[src/hdl/frnl_pkg.sv]
// Package for the fixed-radius neighbor list: field widths, reset values,
// code enums and the structs passed between the front, back and queues.
// No dependencies.
`timescale 1ns / 1ps

package frnl_pkg;

   localparam int INDEX_WIDTH         = 6;
   localparam int COUNT_WIDTH         = 7;
   localparam int CUTOFF_WIDTH        = 16;
   localparam int CSR_DATA_WIDTH      = 16;
   localparam int CSR_INDEX_WIDTH     = 1;
   localparam int MAX_POINTS_DEFAULT  = 64;
   localparam int COORD_WIDTH_DEFAULT = 16;
   localparam int RESET_POINT_COUNT   = 64;
   localparam int RESET_CUTOFF        = 6400;
   localparam int CMD_DEPTH           = 2;
   localparam int RSP_DEPTH           = 8;
   localparam int RSP_SLACK           = 5;

   typedef enum logic [CSR_INDEX_WIDTH-1:0] {
      CSR_POINT_COUNT = 1'b0,
      CSR_CUTOFF_DIST = 1'b1
   } csr_index_type;

   typedef enum logic {
      MODE_LOAD  = 1'b0,
      MODE_QUERY = 1'b1
   } mode_type;

   typedef enum logic [1:0] {
      CMD_LOAD  = 2'd0,
      CMD_QUERY = 2'd1,
      CMD_EMPTY = 2'd2
   } cmd_kind_type;

   typedef enum logic [1:0] {
      ST_IDLE  = 2'd0,
      ST_POINT = 2'd1,
      ST_SCAN  = 2'd2,
      ST_DRAIN = 2'd3
   } back_state_type;

   typedef struct packed {
      cmd_kind_type           kind;
      logic [INDEX_WIDTH-1:0] index;
      logic [COUNT_WIDTH-1:0] limit;
   } cmd_type;

   typedef struct packed {
      logic [INDEX_WIDTH-1:0] neighbor_index;
      logic                   found;
      logic                   last;
   } rsp_type;

endpackage

[src/hdl/frnl_fifo.sv]
// Small synchronous queue with occupancy count, used for the command queue
// and the result queue. Depends on nothing.
`timescale 1ns / 1ps

module frnl_fifo #(
   parameter int WIDTH = 8,
   parameter int DEPTH = 2
) (
   input  logic                       clock,
   input  logic                       reset,
   input  logic                       push,
   input  logic [WIDTH-1:0]           push_data,
   output logic                       full,
   input  logic                       pop,
   output logic [WIDTH-1:0]           pop_data,
   output logic                       empty,
   output logic [$clog2(DEPTH+1)-1:0] count
);

   localparam int PTR_W = (DEPTH > 1) ? $clog2(DEPTH) : 1;
   localparam int CNT_W = $clog2(DEPTH+1);

   logic [WIDTH-1:0] mem_ff [DEPTH];
   logic [PTR_W-1:0] wr_ptr_ff, wr_ptr_in;
   logic [PTR_W-1:0] rd_ptr_ff, rd_ptr_in;
   logic [CNT_W-1:0] count_ff, count_in;
   logic             push_ok, pop_ok;

   assign full     = (count_ff == CNT_W'(DEPTH));
   assign empty    = (count_ff == '0);
   assign count    = count_ff;
   assign pop_data = mem_ff[rd_ptr_ff];
   assign push_ok  = push && !full;
   assign pop_ok   = pop && !empty;

   always_comb begin
      wr_ptr_in = wr_ptr_ff;
      rd_ptr_in = rd_ptr_ff;
      count_in  = count_ff;
      if (push_ok) begin
         wr_ptr_in = (wr_ptr_ff == PTR_W'(DEPTH-1)) ? '0 : wr_ptr_ff + 1'b1;
      end
      if (pop_ok) begin
         rd_ptr_in = (rd_ptr_ff == PTR_W'(DEPTH-1)) ? '0 : rd_ptr_ff + 1'b1;
      end
      unique case ({push_ok, pop_ok})
         2'b10:   count_in = count_ff + 1'b1;
         2'b01:   count_in = count_ff - 1'b1;
         default: count_in = count_ff;
      endcase
   end

   always_ff @(posedge clock) begin
      if (reset) begin
         wr_ptr_ff <= '0;
         rd_ptr_ff <= '0;
         count_ff  <= '0;
      end else begin
         wr_ptr_ff <= wr_ptr_in;
         rd_ptr_ff <= rd_ptr_in;
         count_ff  <= count_in;
      end
   end

   always_ff @(posedge clock) begin
      if (push_ok) begin
         mem_ff[wr_ptr_ff] <= push_data;
      end
   end

endmodule

[src/hdl/frnl_ram.sv]
// Generic single-write, single-read RAM with registered read data.
// Depends on nothing.
`timescale 1ns / 1ps

module frnl_ram #(
   parameter int WIDTH = 32,
   parameter int DEPTH = 64
) (
   input  logic                     clock,
   input  logic                     write_enable,
   input  logic [$clog2(DEPTH)-1:0] write_address,
   input  logic [WIDTH-1:0]         write_data,
   input  logic [$clog2(DEPTH)-1:0] read_address,
   output logic [WIDTH-1:0]         read_data
);

   logic [WIDTH-1:0] mem_ff [DEPTH];
   logic [WIDTH-1:0] read_data_ff;

   assign read_data = read_data_ff;

   always_ff @(posedge clock) begin
      if (write_enable) begin
         mem_ff[write_address] <= write_data;
      end
      read_data_ff <= mem_ff[read_address];
   end

endmodule

[src/hdl/frnl_front.sv]
// Front end: takes request transactions, classifies them and queues commands
// for the back end. Depends on frnl_pkg and frnl_fifo.
`timescale 1ns / 1ps

module frnl_front
   import frnl_pkg::*;
#(
   parameter int MAX_POINTS  = MAX_POINTS_DEFAULT,
   parameter int COORD_WIDTH = COORD_WIDTH_DEFAULT
) (
   input  logic                   clock,
   input  logic                   reset,
   input  logic                   req_push,
   output logic                   req_full,
   input  logic                   req_mode,
   input  logic [INDEX_WIDTH-1:0] req_point_index,
   input  logic [COORD_WIDTH-1:0] req_x_coord,
   input  logic [COORD_WIDTH-1:0] req_y_coord,
   input  logic [COUNT_WIDTH-1:0] point_count,
   input  logic                   cmd_pop,
   output logic                   cmd_empty,
   output cmd_type                cmd_head,
   output logic [COORD_WIDTH-1:0] cmd_x,
   output logic [COORD_WIDTH-1:0] cmd_y
);

   localparam int CMD_W = $bits(cmd_type) + 2 * COORD_WIDTH;

   cmd_type                cmd_new;
   logic                   in_range;
   logic                   keep;
   logic [COUNT_WIDTH-1:0] limit;
   logic [CMD_W-1:0]       pop_word;

   always_comb begin
      in_range = ({1'b0, req_point_index} < COUNT_WIDTH'(MAX_POINTS));
      limit    = (point_count > COUNT_WIDTH'(MAX_POINTS)) ? COUNT_WIDTH'(MAX_POINTS)
                                                          : point_count;
      cmd_new.index = req_point_index;
      cmd_new.limit = limit;
      if (mode_type'(req_mode) == MODE_LOAD) begin
         cmd_new.kind = CMD_LOAD;
         keep         = in_range;
      end else begin
         cmd_new.kind = (in_range && (limit != '0)) ? CMD_QUERY : CMD_EMPTY;
         keep         = 1'b1;
      end
   end

   frnl_fifo #(
      .WIDTH (CMD_W),
      .DEPTH (CMD_DEPTH)
   ) u_cmd_queue (
      .clock     (clock),
      .reset     (reset),
      .push      (req_push && keep),
      .push_data ({cmd_new, req_x_coord, req_y_coord}),
      .full      (req_full),
      .pop       (cmd_pop),
      .pop_data  (pop_word),
      .empty     (cmd_empty),
      .count     ()
   );

   assign {cmd_head, cmd_x, cmd_y} = pop_word;

endmodule

[src/hdl/frnl_back.sv]
// Back end: executes loads into the point store and scans the store for
// queries through a read, distance and square-sum pipeline.
// Depends on frnl_pkg and frnl_ram.
`timescale 1ns / 1ps

module frnl_back
   import frnl_pkg::*;
#(
   parameter int MAX_POINTS  = MAX_POINTS_DEFAULT,
   parameter int COORD_WIDTH = COORD_WIDTH_DEFAULT
) (
   input  logic                           clock,
   input  logic                           reset,
   input  logic                           cmd_empty,
   input  cmd_type                        cmd_head,
   input  logic [COORD_WIDTH-1:0]         cmd_x,
   input  logic [COORD_WIDTH-1:0]         cmd_y,
   output logic                           cmd_pop,
   input  logic [CUTOFF_WIDTH-1:0]        cutoff_dist,
   input  logic                           rsp_full,
   input  logic [$clog2(RSP_DEPTH+1)-1:0] rsp_count,
   output logic                           rsp_push,
   output rsp_type                        rsp_data
);

   localparam int IDX_W = $clog2(MAX_POINTS);
   localparam int CMP_W = (COORD_WIDTH > CUTOFF_WIDTH) ? COORD_WIDTH : CUTOFF_WIDTH;
   localparam int SQ_W  = 2 * CUTOFF_WIDTH;
   localparam int RSP_CNT_W = $clog2(RSP_DEPTH+1);

   back_state_type state_ff, state_in;

   logic [COUNT_WIDTH-1:0]   j_ff, j_in;
   logic [COUNT_WIDTH-1:0]   limit_ff, limit_in;
   logic [INDEX_WIDTH-1:0]   qidx_ff, qidx_in;
   logic [COORD_WIDTH-1:0]   qx_ff, qx_in, qy_ff, qy_in;
   logic                     pend_valid_ff, pend_valid_in;
   logic [INDEX_WIDTH-1:0]   pend_idx_ff, pend_idx_in;
   logic [SQ_W-1:0]          cutoff_sq_ff;

   logic                     v1_ff, v1_in;
   logic [INDEX_WIDTH-1:0]   j1_ff, j1_in;
   logic                     v2_ff, ok2_ff, ok2_in;
   logic [INDEX_WIDTH-1:0]   j2_ff;
   logic [CUTOFF_WIDTH-1:0]  dx2_ff, dy2_ff;
   logic                     v3_ff, ok3_ff;
   logic [INDEX_WIDTH-1:0]   j3_ff;
   logic [SQ_W-1:0]          sqx3_ff, sqy3_ff;

   logic                     ram_we;
   logic [IDX_W-1:0]         ram_waddr, ram_raddr;
   logic [2*COORD_WIDTH-1:0] ram_rdata;
   logic [COORD_WIDTH-1:0]   px, py, dx, dy;
   logic [SQ_W:0]            dist_sq;
   logic                     hit, issue;

   frnl_ram #(
      .WIDTH (2 * COORD_WIDTH),
      .DEPTH (MAX_POINTS)
   ) u_store (
      .clock         (clock),
      .write_enable  (ram_we),
      .write_address (ram_waddr),
      .write_data    ({cmd_x, cmd_y}),
      .read_address  (ram_raddr),
      .read_data     (ram_rdata)
   );

   assign {px, py} = ram_rdata;

   always_comb begin
      dx     = (px >= qx_ff) ? px - qx_ff : qx_ff - px;
      dy     = (py >= qy_ff) ? py - qy_ff : qy_ff - py;
      ok2_in = v1_ff && (j1_ff != qidx_ff)
               && (CMP_W'(dx) <= CMP_W'(cutoff_dist))
               && (CMP_W'(dy) <= CMP_W'(cutoff_dist));
      dist_sq = {1'b0, sqx3_ff} + {1'b0, sqy3_ff};
      hit     = v3_ff && ok3_ff && (dist_sq <= {1'b0, cutoff_sq_ff});
   end

   always_comb begin
      state_in      = state_ff;
      j_in          = j_ff;
      limit_in      = limit_ff;
      qidx_in       = qidx_ff;
      qx_in         = qx_ff;
      qy_in         = qy_ff;
      pend_valid_in = pend_valid_ff;
      pend_idx_in   = pend_idx_ff;
      v1_in         = 1'b0;
      j1_in         = j_ff[INDEX_WIDTH-1:0];
      cmd_pop       = 1'b0;
      ram_we        = 1'b0;
      ram_waddr     = cmd_head.index[IDX_W-1:0];
      ram_raddr     = j_ff[IDX_W-1:0];
      rsp_push      = 1'b0;
      rsp_data      = '{neighbor_index: pend_idx_ff, found: 1'b1, last: 1'b0};
      issue         = 1'b0;

      if (hit) begin
         rsp_push      = pend_valid_ff;
         pend_valid_in = 1'b1;
         pend_idx_in   = j3_ff;
      end

      unique case (state_ff)
         ST_IDLE: begin
            if (!cmd_empty) begin
               cmd_pop = 1'b1;
               unique case (cmd_head.kind)
                  CMD_LOAD: begin
                     ram_we = 1'b1;
                  end
                  CMD_QUERY: begin
                     ram_raddr = cmd_head.index[IDX_W-1:0];
                     qidx_in   = cmd_head.index;
                     limit_in  = cmd_head.limit;
                     j_in      = '0;
                     state_in  = ST_POINT;
                  end
                  CMD_EMPTY: begin
                     state_in = ST_DRAIN;
                  end
                  default: begin
                     state_in = ST_IDLE;
                  end
               endcase
            end
         end
         ST_POINT: begin
            qx_in    = px;
            qy_in    = py;
            state_in = ST_SCAN;
         end
         ST_SCAN: begin
            issue = (j_ff < limit_ff)
                    && (rsp_count <= RSP_CNT_W'(RSP_DEPTH - RSP_SLACK));
            if (issue) begin
               v1_in = 1'b1;
               j_in  = j_ff + 1'b1;
            end
            if (j_ff == limit_ff) begin
               state_in = ST_DRAIN;
            end
         end
         ST_DRAIN: begin
            if (!v1_ff && !v2_ff && !v3_ff && !rsp_full) begin
               rsp_push      = 1'b1;
               rsp_data      = pend_valid_ff
                  ? rsp_type'{neighbor_index: pend_idx_ff, found: 1'b1, last: 1'b1}
                  : rsp_type'{neighbor_index: '0, found: 1'b0, last: 1'b1};
               pend_valid_in = 1'b0;
               state_in      = ST_IDLE;
            end
         end
         default: begin
            state_in = ST_IDLE;
         end
      endcase
   end

   always_ff @(posedge clock) begin
      if (reset) begin
         state_ff      <= ST_IDLE;
         pend_valid_ff <= 1'b0;
         v1_ff         <= 1'b0;
         v2_ff         <= 1'b0;
         v3_ff         <= 1'b0;
      end else begin
         state_ff      <= state_in;
         pend_valid_ff <= pend_valid_in;
         v1_ff         <= v1_in;
         v2_ff         <= v1_ff;
         v3_ff         <= v2_ff;
      end
   end

   always_ff @(posedge clock) begin
      j_ff         <= j_in;
      limit_ff     <= limit_in;
      qidx_ff      <= qidx_in;
      qx_ff        <= qx_in;
      qy_ff        <= qy_in;
      pend_idx_ff  <= pend_idx_in;
      cutoff_sq_ff <= SQ_W'(cutoff_dist) * SQ_W'(cutoff_dist);
      j1_ff        <= j1_in;
      j2_ff        <= j1_ff;
      ok2_ff       <= ok2_in;
      dx2_ff       <= CUTOFF_WIDTH'(CMP_W'(dx));
      dy2_ff       <= CUTOFF_WIDTH'(CMP_W'(dy));
      j3_ff        <= j2_ff;
      ok3_ff       <= ok2_ff;
      sqx3_ff      <= SQ_W'(dx2_ff) * SQ_W'(dx2_ff);
      sqy3_ff      <= SQ_W'(dy2_ff) * SQ_W'(dy2_ff);
   end

endmodule

[src/hdl/fixed_radius_neighbor_list.sv]
// Top level of the fixed-radius neighbor list: configuration registers, front end,
// back end and result queue. Depends on frnl_pkg, frnl_fifo, frnl_front, frnl_back.
//
//   Channel   Handshake              Payload
//   req_      push / full            mode, point_index, x_coord, y_coord
//   rsp_      pop / empty            neighbor_index, found, last
//   csr_      write_enable           index, write_data
//
// A load is written into the point store in the same cycle that it leaves the command queue.
// A query first reads the query point, then makes one store read per stored point up to
// point_count (at most MAX_POINTS), and then drains a three-stage distance pipeline.
// The single read port of the point store paces the scan.
// Reset is synchronous and active high; the point store is not cleared.
// The scan pauses while the result queue is nearly full.
`timescale 1ns / 1ps

module fixed_radius_neighbor_list
   import frnl_pkg::*;
#(
   parameter int MAX_POINTS  = MAX_POINTS_DEFAULT,
   parameter int COORD_WIDTH = COORD_WIDTH_DEFAULT
) (
   input  logic                       clock,
   input  logic                       reset,
   input  logic                       req_push,
   output logic                       req_full,
   input  logic                       req_mode,
   input  logic [INDEX_WIDTH-1:0]     req_point_index,
   input  logic [COORD_WIDTH-1:0]     req_x_coord,
   input  logic [COORD_WIDTH-1:0]     req_y_coord,
   output logic                       rsp_empty,
   input  logic                       rsp_pop,
   output logic [INDEX_WIDTH-1:0]     rsp_neighbor_index,
   output logic                       rsp_found,
   output logic                       rsp_last,
   input  logic                       csr_write_enable,
   input  logic [CSR_INDEX_WIDTH-1:0] csr_index,
   input  logic [CSR_DATA_WIDTH-1:0]  csr_write_data
);

   localparam int RSP_CNT_W = $clog2(RSP_DEPTH+1);

   logic [COUNT_WIDTH-1:0]  point_count_ff;
   logic [CUTOFF_WIDTH-1:0] cutoff_dist_ff;

   logic                    cmd_empty, cmd_pop;
   cmd_type                 cmd_head;
   logic [COORD_WIDTH-1:0]  cmd_x, cmd_y;
   logic                    rsp_push, rsp_full;
   logic [RSP_CNT_W-1:0]    rsp_count;
   rsp_type                 rsp_in, rsp_out;

   always_ff @(posedge clock) begin
      if (reset) begin
         point_count_ff <= COUNT_WIDTH'(RESET_POINT_COUNT);
         cutoff_dist_ff <= CUTOFF_WIDTH'(RESET_CUTOFF);
      end else if (csr_write_enable) begin
         unique case (csr_index_type'(csr_index))
            CSR_POINT_COUNT: point_count_ff <= csr_write_data[COUNT_WIDTH-1:0];
            CSR_CUTOFF_DIST: cutoff_dist_ff <= csr_write_data[CUTOFF_WIDTH-1:0];
            default:         point_count_ff <= point_count_ff;
         endcase
      end
   end

   frnl_front #(
      .MAX_POINTS  (MAX_POINTS),
      .COORD_WIDTH (COORD_WIDTH)
   ) u_front (
      .clock           (clock),
      .reset           (reset),
      .req_push        (req_push),
      .req_full        (req_full),
      .req_mode        (req_mode),
      .req_point_index (req_point_index),
      .req_x_coord     (req_x_coord),
      .req_y_coord     (req_y_coord),
      .point_count     (point_count_ff),
      .cmd_pop         (cmd_pop),
      .cmd_empty       (cmd_empty),
      .cmd_head        (cmd_head),
      .cmd_x           (cmd_x),
      .cmd_y           (cmd_y)
   );

   frnl_back #(
      .MAX_POINTS  (MAX_POINTS),
      .COORD_WIDTH (COORD_WIDTH)
   ) u_back (
      .clock       (clock),
      .reset       (reset),
      .cmd_empty   (cmd_empty),
      .cmd_head    (cmd_head),
      .cmd_x       (cmd_x),
      .cmd_y       (cmd_y),
      .cmd_pop     (cmd_pop),
      .cutoff_dist (cutoff_dist_ff),
      .rsp_full    (rsp_full),
      .rsp_count   (rsp_count),
      .rsp_push    (rsp_push),
      .rsp_data    (rsp_in)
   );

   frnl_fifo #(
      .WIDTH ($bits(rsp_type)),
      .DEPTH (RSP_DEPTH)
   ) u_rsp_queue (
      .clock     (clock),
      .reset     (reset),
      .push      (rsp_push),
      .push_data (rsp_in),
      .full      (rsp_full),
      .pop       (rsp_pop),
      .pop_data  (rsp_out),
      .empty     (rsp_empty),
      .count     (rsp_count)
   );

   assign rsp_neighbor_index = rsp_out.neighbor_index;
   assign rsp_found          = rsp_out.found;
   assign rsp_last           = rsp_out.last;

   a_no_rsp_overflow: assert property (@(posedge clock) disable iff (reset)
      !(rsp_push && rsp_full))
      else $error("result transaction pushed into a full result queue");

   a_miss_is_last: assert property (@(posedge clock) disable iff (reset)
      !rsp_empty && !rsp_found |-> rsp_last)
      else $error("a result without a neighbor is not the last of its query");

   a_miss_index_zero: assert property (@(posedge clock) disable iff (reset)
      !rsp_empty && !rsp_found |-> rsp_neighbor_index == '0)
      else $error("a result without a neighbor carries a nonzero index");

   a_cmd_pop_legal: assert property (@(posedge clock) disable iff (reset)
      cmd_pop |-> !cmd_empty)
      else $error("command taken from an empty command queue");

endmodule

[config.mk]
export PLATFORM = sky130hd
export DESIGN_NAME = fixed_radius_neighbor_list
export DESIGN_NICKNAME = d
export VERILOG_FILES = /design/src/hdl/frnl_pkg.sv /design/src/hdl/frnl_fifo.sv /design/src/hdl/frnl_ram.sv /design/src/hdl/frnl_front.sv /design/src/hdl/frnl_back.sv /design/src/hdl/fixed_radius_neighbor_list.sv
export SDC_FILE = /design/constraint.sdc
export NUM_CORES = 2
export LEC_CHECK = 0
export BUFFER_PORTS_ARGS = -buffer_cell sky130_fd_sc_hd__buf_2
export CELL_PAD_IN_SITES_DETAIL_PLACEMENT = 1
export CELL_PAD_IN_SITES_GLOBAL_PLACEMENT = 1
export CORE_UTILIZATION = 55
export DETAILED_ROUTE_END_ITERATION = 16
export GPL_TIMING_DRIVEN = 0
export PLACE_DENSITY_LB_ADDON = 0.1
export SLEW_MARGIN = 15
export SYNTH_ARGS = -nofsm -noshare
export SYNTH_HDL_FRONTEND = slang
export SYNTH_SLANG_ARGS = --single-unit
[constraint.sdc]
create_clock -name clock -period 7.59 [get_ports clock]
set_clock_uncertainty 0.1 [all_clocks]
set_input_delay 0.3795 -clock clock [delete_from_list [all_inputs] [get_ports clock]]
set_output_delay 0.3795 -clock clock [all_outputs]
set_load 0.01 [all_outputs]
==> metrics.txt <==
Via density=6.09; Worst-Skew Late Latency=0.95 ns; CTS sink count=2,488; Worst EP required=8.29 ns; EDFF count, synth=2,264; 1st-pass router iterations=5; Reg area=72,500 µm²; Seq/Total Area, Yosys=60.4%; GRT Total Usage=30.0%; Peak Freq=137 MHz; CP arrival=8.02 ns; fin crit share=96.5%; DP HPWL=223 mm; commonest cells after routing, fill and taps aside=2,264 x edfxtp_1, 861 x inv_1, 528 x mux4_2; Slew Viols, Final=0; post-layout util=62.4%; initial antenna violation count=16; CTS Buf Count=275; outcome=complete, no violations; final hold viol count=0; final routed DRC violation total=0; fill count=19,300; fin crit period=7.32 ns; Syn Nets=8,426; max-cap viol count=0; I/O Buffers=70; number of routed nets with antenna violations=0; fraction of synthesized cell area taken by the top area cell type=56.6%; post-synth cell types=76; flops & latches, synth=2,488; Worst Hold Class=input pin to register; Vias=66,500; DR WL/cell=29.9 µm; DRT iter0 DRCs=6,061; H-tree Lvls=5; worst slew pin tran=1.30 ns; WL final=327 mm; final instance area=135,000 µm²; critical path launch point type=register; Yosys warning total=0; Setup CP Type=register to register; cells after synthesis=7,386; commonest non-fill, non-tap cell in the layout=edfxtp_1; RSZ-0062 raised after global routing=false; Synth Flop Type=edfxtp_1; layout cell share with drive strength beyond 1=16.1%; Worst-path clk slew=0.07 ns; largest buffer count on any clock path=4; TritonCTS clock tree=done; hold path cells=2; post-synthesis cell area=120,000 µm²; placer's final routability congestion estimate=0.850; Synth area leader=edfxtp_1; chip width=469 µm; clk root buf=clkbuf_16; layout overhead on the synthesized area=12.7%; # rows=171; Async S/R FF share, synth=0%; critical path endpoint category=register; area of the multi-input gates=43,900 µm²; Starting Density=55.3%; nets=8,918; # setup viols final=0; worst rel slew slack=12.9%; largest net degree at the start of global routing=65; r2r worst-path depth=23; Die Y=469 µm; number of global-route vias before repair=72,500; Die Area=220,000 µm²; Mean Syn Cell Area=16.3 µm²; Top Ports=71; Crit Path Max Fanout=10; global-route wire length before repair=479 mm; Synth area leaders=edfxtp_1 57%, mux4_2 9.9%, fa_1 8.3%; core box area=217,000 µm²; total grt overflow=0; cell area after placement=126,000 µm²
==> Yosys cell counts (25+ instances only) <==
| cell type | instances |
|---|---|
| and2_1 | 118 |
| nor2_1 | 303 |
| mux2_2 | 53 |
| ha_1 | 482 |
| nand2b_1 | 32 |
| buf_2 | 54 |
| nor2b_1 | 60 |
| o21ai_0 | 88 |
| a21o_1 | 95 |
| edfxtp_1 | 2264 |
| nand2_1 | 299 |
| xnor2_1 | 116 |
| buf_1 | 66 |
| clkbuf_1 | 143 |
| nand4_1 | 25 |
| dfxtp_1 | 224 |
| mux2i_1 | 507 |
| xor2_1 | 56 |
| a211oi_1 | 26 |
| o21a_1 | 34 |
| fa_1 | 497 |
| a21oi_1 | 177 |
| inv_1 | 861 |
| mux4_2 | 528 |
| nand3_1 | 34 |
==> what timing repair did <==
item	CTS	global route
gates cloned	0	0
hold buffers	62	0
pin swaps	0	0
hold endpoints to repair	135	0
gates resized for setup	11	34
buffers inserted	0	3
setup endpoints to repair	10	10
==> area by class of cell <==
type | count | area share [%]
antenna | 3 | 0.00555
buffer | 263 | 0.822
clock buffer | 344 | 5.44
clock inverter | 124 | 0.738
inverter | 872 | 2.43
multi-input combinational | 3761 | 32.4
sequential | 2488 | 53.6
tap | 2854 | 2.64
timing repair buffer | 217 | 1.91
==> stage by stage <==
| stage | setup TNS [ns] | hold WS [ns] | setup WS [ns] | std cells |
|---|---|---|---|---|
| after detailed placement | -3.05 | 0.216 | -0.665 | 10400 |
| final | 0 | 0.109 | 0.269 | 10900 |
| after floorplan | 0 | 0.210 | 1.31 | 7386 |
| after global placement | -10.83 | 0.217 | -0.701 | 10300 |
| after global routing | 0 | 0.105 | 0.00374 | 10900 |
| after CTS | 0 | 0.0581 | 0.0105 | 10900 |
==> kinds of logic after synthesis <==
family                     Yosys count  synth area share [%]
muxes                             1088                  14.6
and+or+nand+nor                    962                  3.74
DFF                               2488                  60.4
xor gates and xnor gates           172                  1.26
adders and majority gates          979                  13.3
AOI/OAI and AO/OA                  560                  3.06
buffers and inverters             1137                  3.62
==> registers in the layout (all words and copies together), names as in the netlist, 6 cells and up, named ones only <==
signal,flops
u_back.qx_ff,16
u_back.u_store.read_data,32
u_front.u_cmd_queue.mem_ff,94
u_back.limit_ff,7
u_back.qy_ff,16
u_back.j1_ff,6
cutoff_dist_ff,16
point_count_ff,7
u_back.sqx3_ff,31
u_back.cutoff_sq_ff,31
u_back.sqy3_ff,31
u_back.j3_ff,6
u_back.qidx_ff,6
u_back.u_store.mem_ff,2048
u_rsp_queue.mem_ff,64
u_back.pend_idx_ff,6
u_back.j2_ff,6
u_back.dx2_ff,16
u_back.dy2_ff,16
u_back.j_ff,7
==> critical path: stages (launching register included) <==
cell	delay, ns
dfxtp_1	0.74
clkbuf_2	0.40
nand2_1	0.17
fa_1	0.55
fa_1	0.50
inv_1	0.08
ha_1	0.14
inv_1	0.06
fa_1	0.50
inv_1	0.06
fa_1	0.52
inv_1	0.05
fa_1	0.49
inv_1	0.05
ha_1	0.21
or3_1	0.38
a211o_1	0.29
a41oi_1	0.30
a22oi_1	0.20
a21bo_2	0.26
a41oi_1	0.31
o21ai_0	0.24
or4b_1	0.54
nand3_1	0.09
==> final timing paths <==
kind              slack, ns              from                                 to
setup reg to reg       0.27  u_back.dy2_ff[6]                 u_back.sqy3_ff[30]
hold reg to reg        0.21   u_back.j2_ff[2]                    u_back.j3_ff[2]
setup / recovery       0.27  u_back.dy2_ff[6]                 u_back.sqy3_ff[30]
hold / removal         0.11   req_x_coord[15]  u_front.u_cmd_queue.mem_ff[1][31]
==> per-layer routing <==
metal	global-route usage, %	up-vias	wire length [µm]
li1	-	28200	-
met1	38.6	35200	127000
met2	51.6	2478	166000
met3	3.93	612	18900
met4	12.4	2	14500
met5	0	-	13
Power is left out: the tool's default activity adds up to more than one toggle a clock period on the data nets, which glitch-free logic cannot reach.
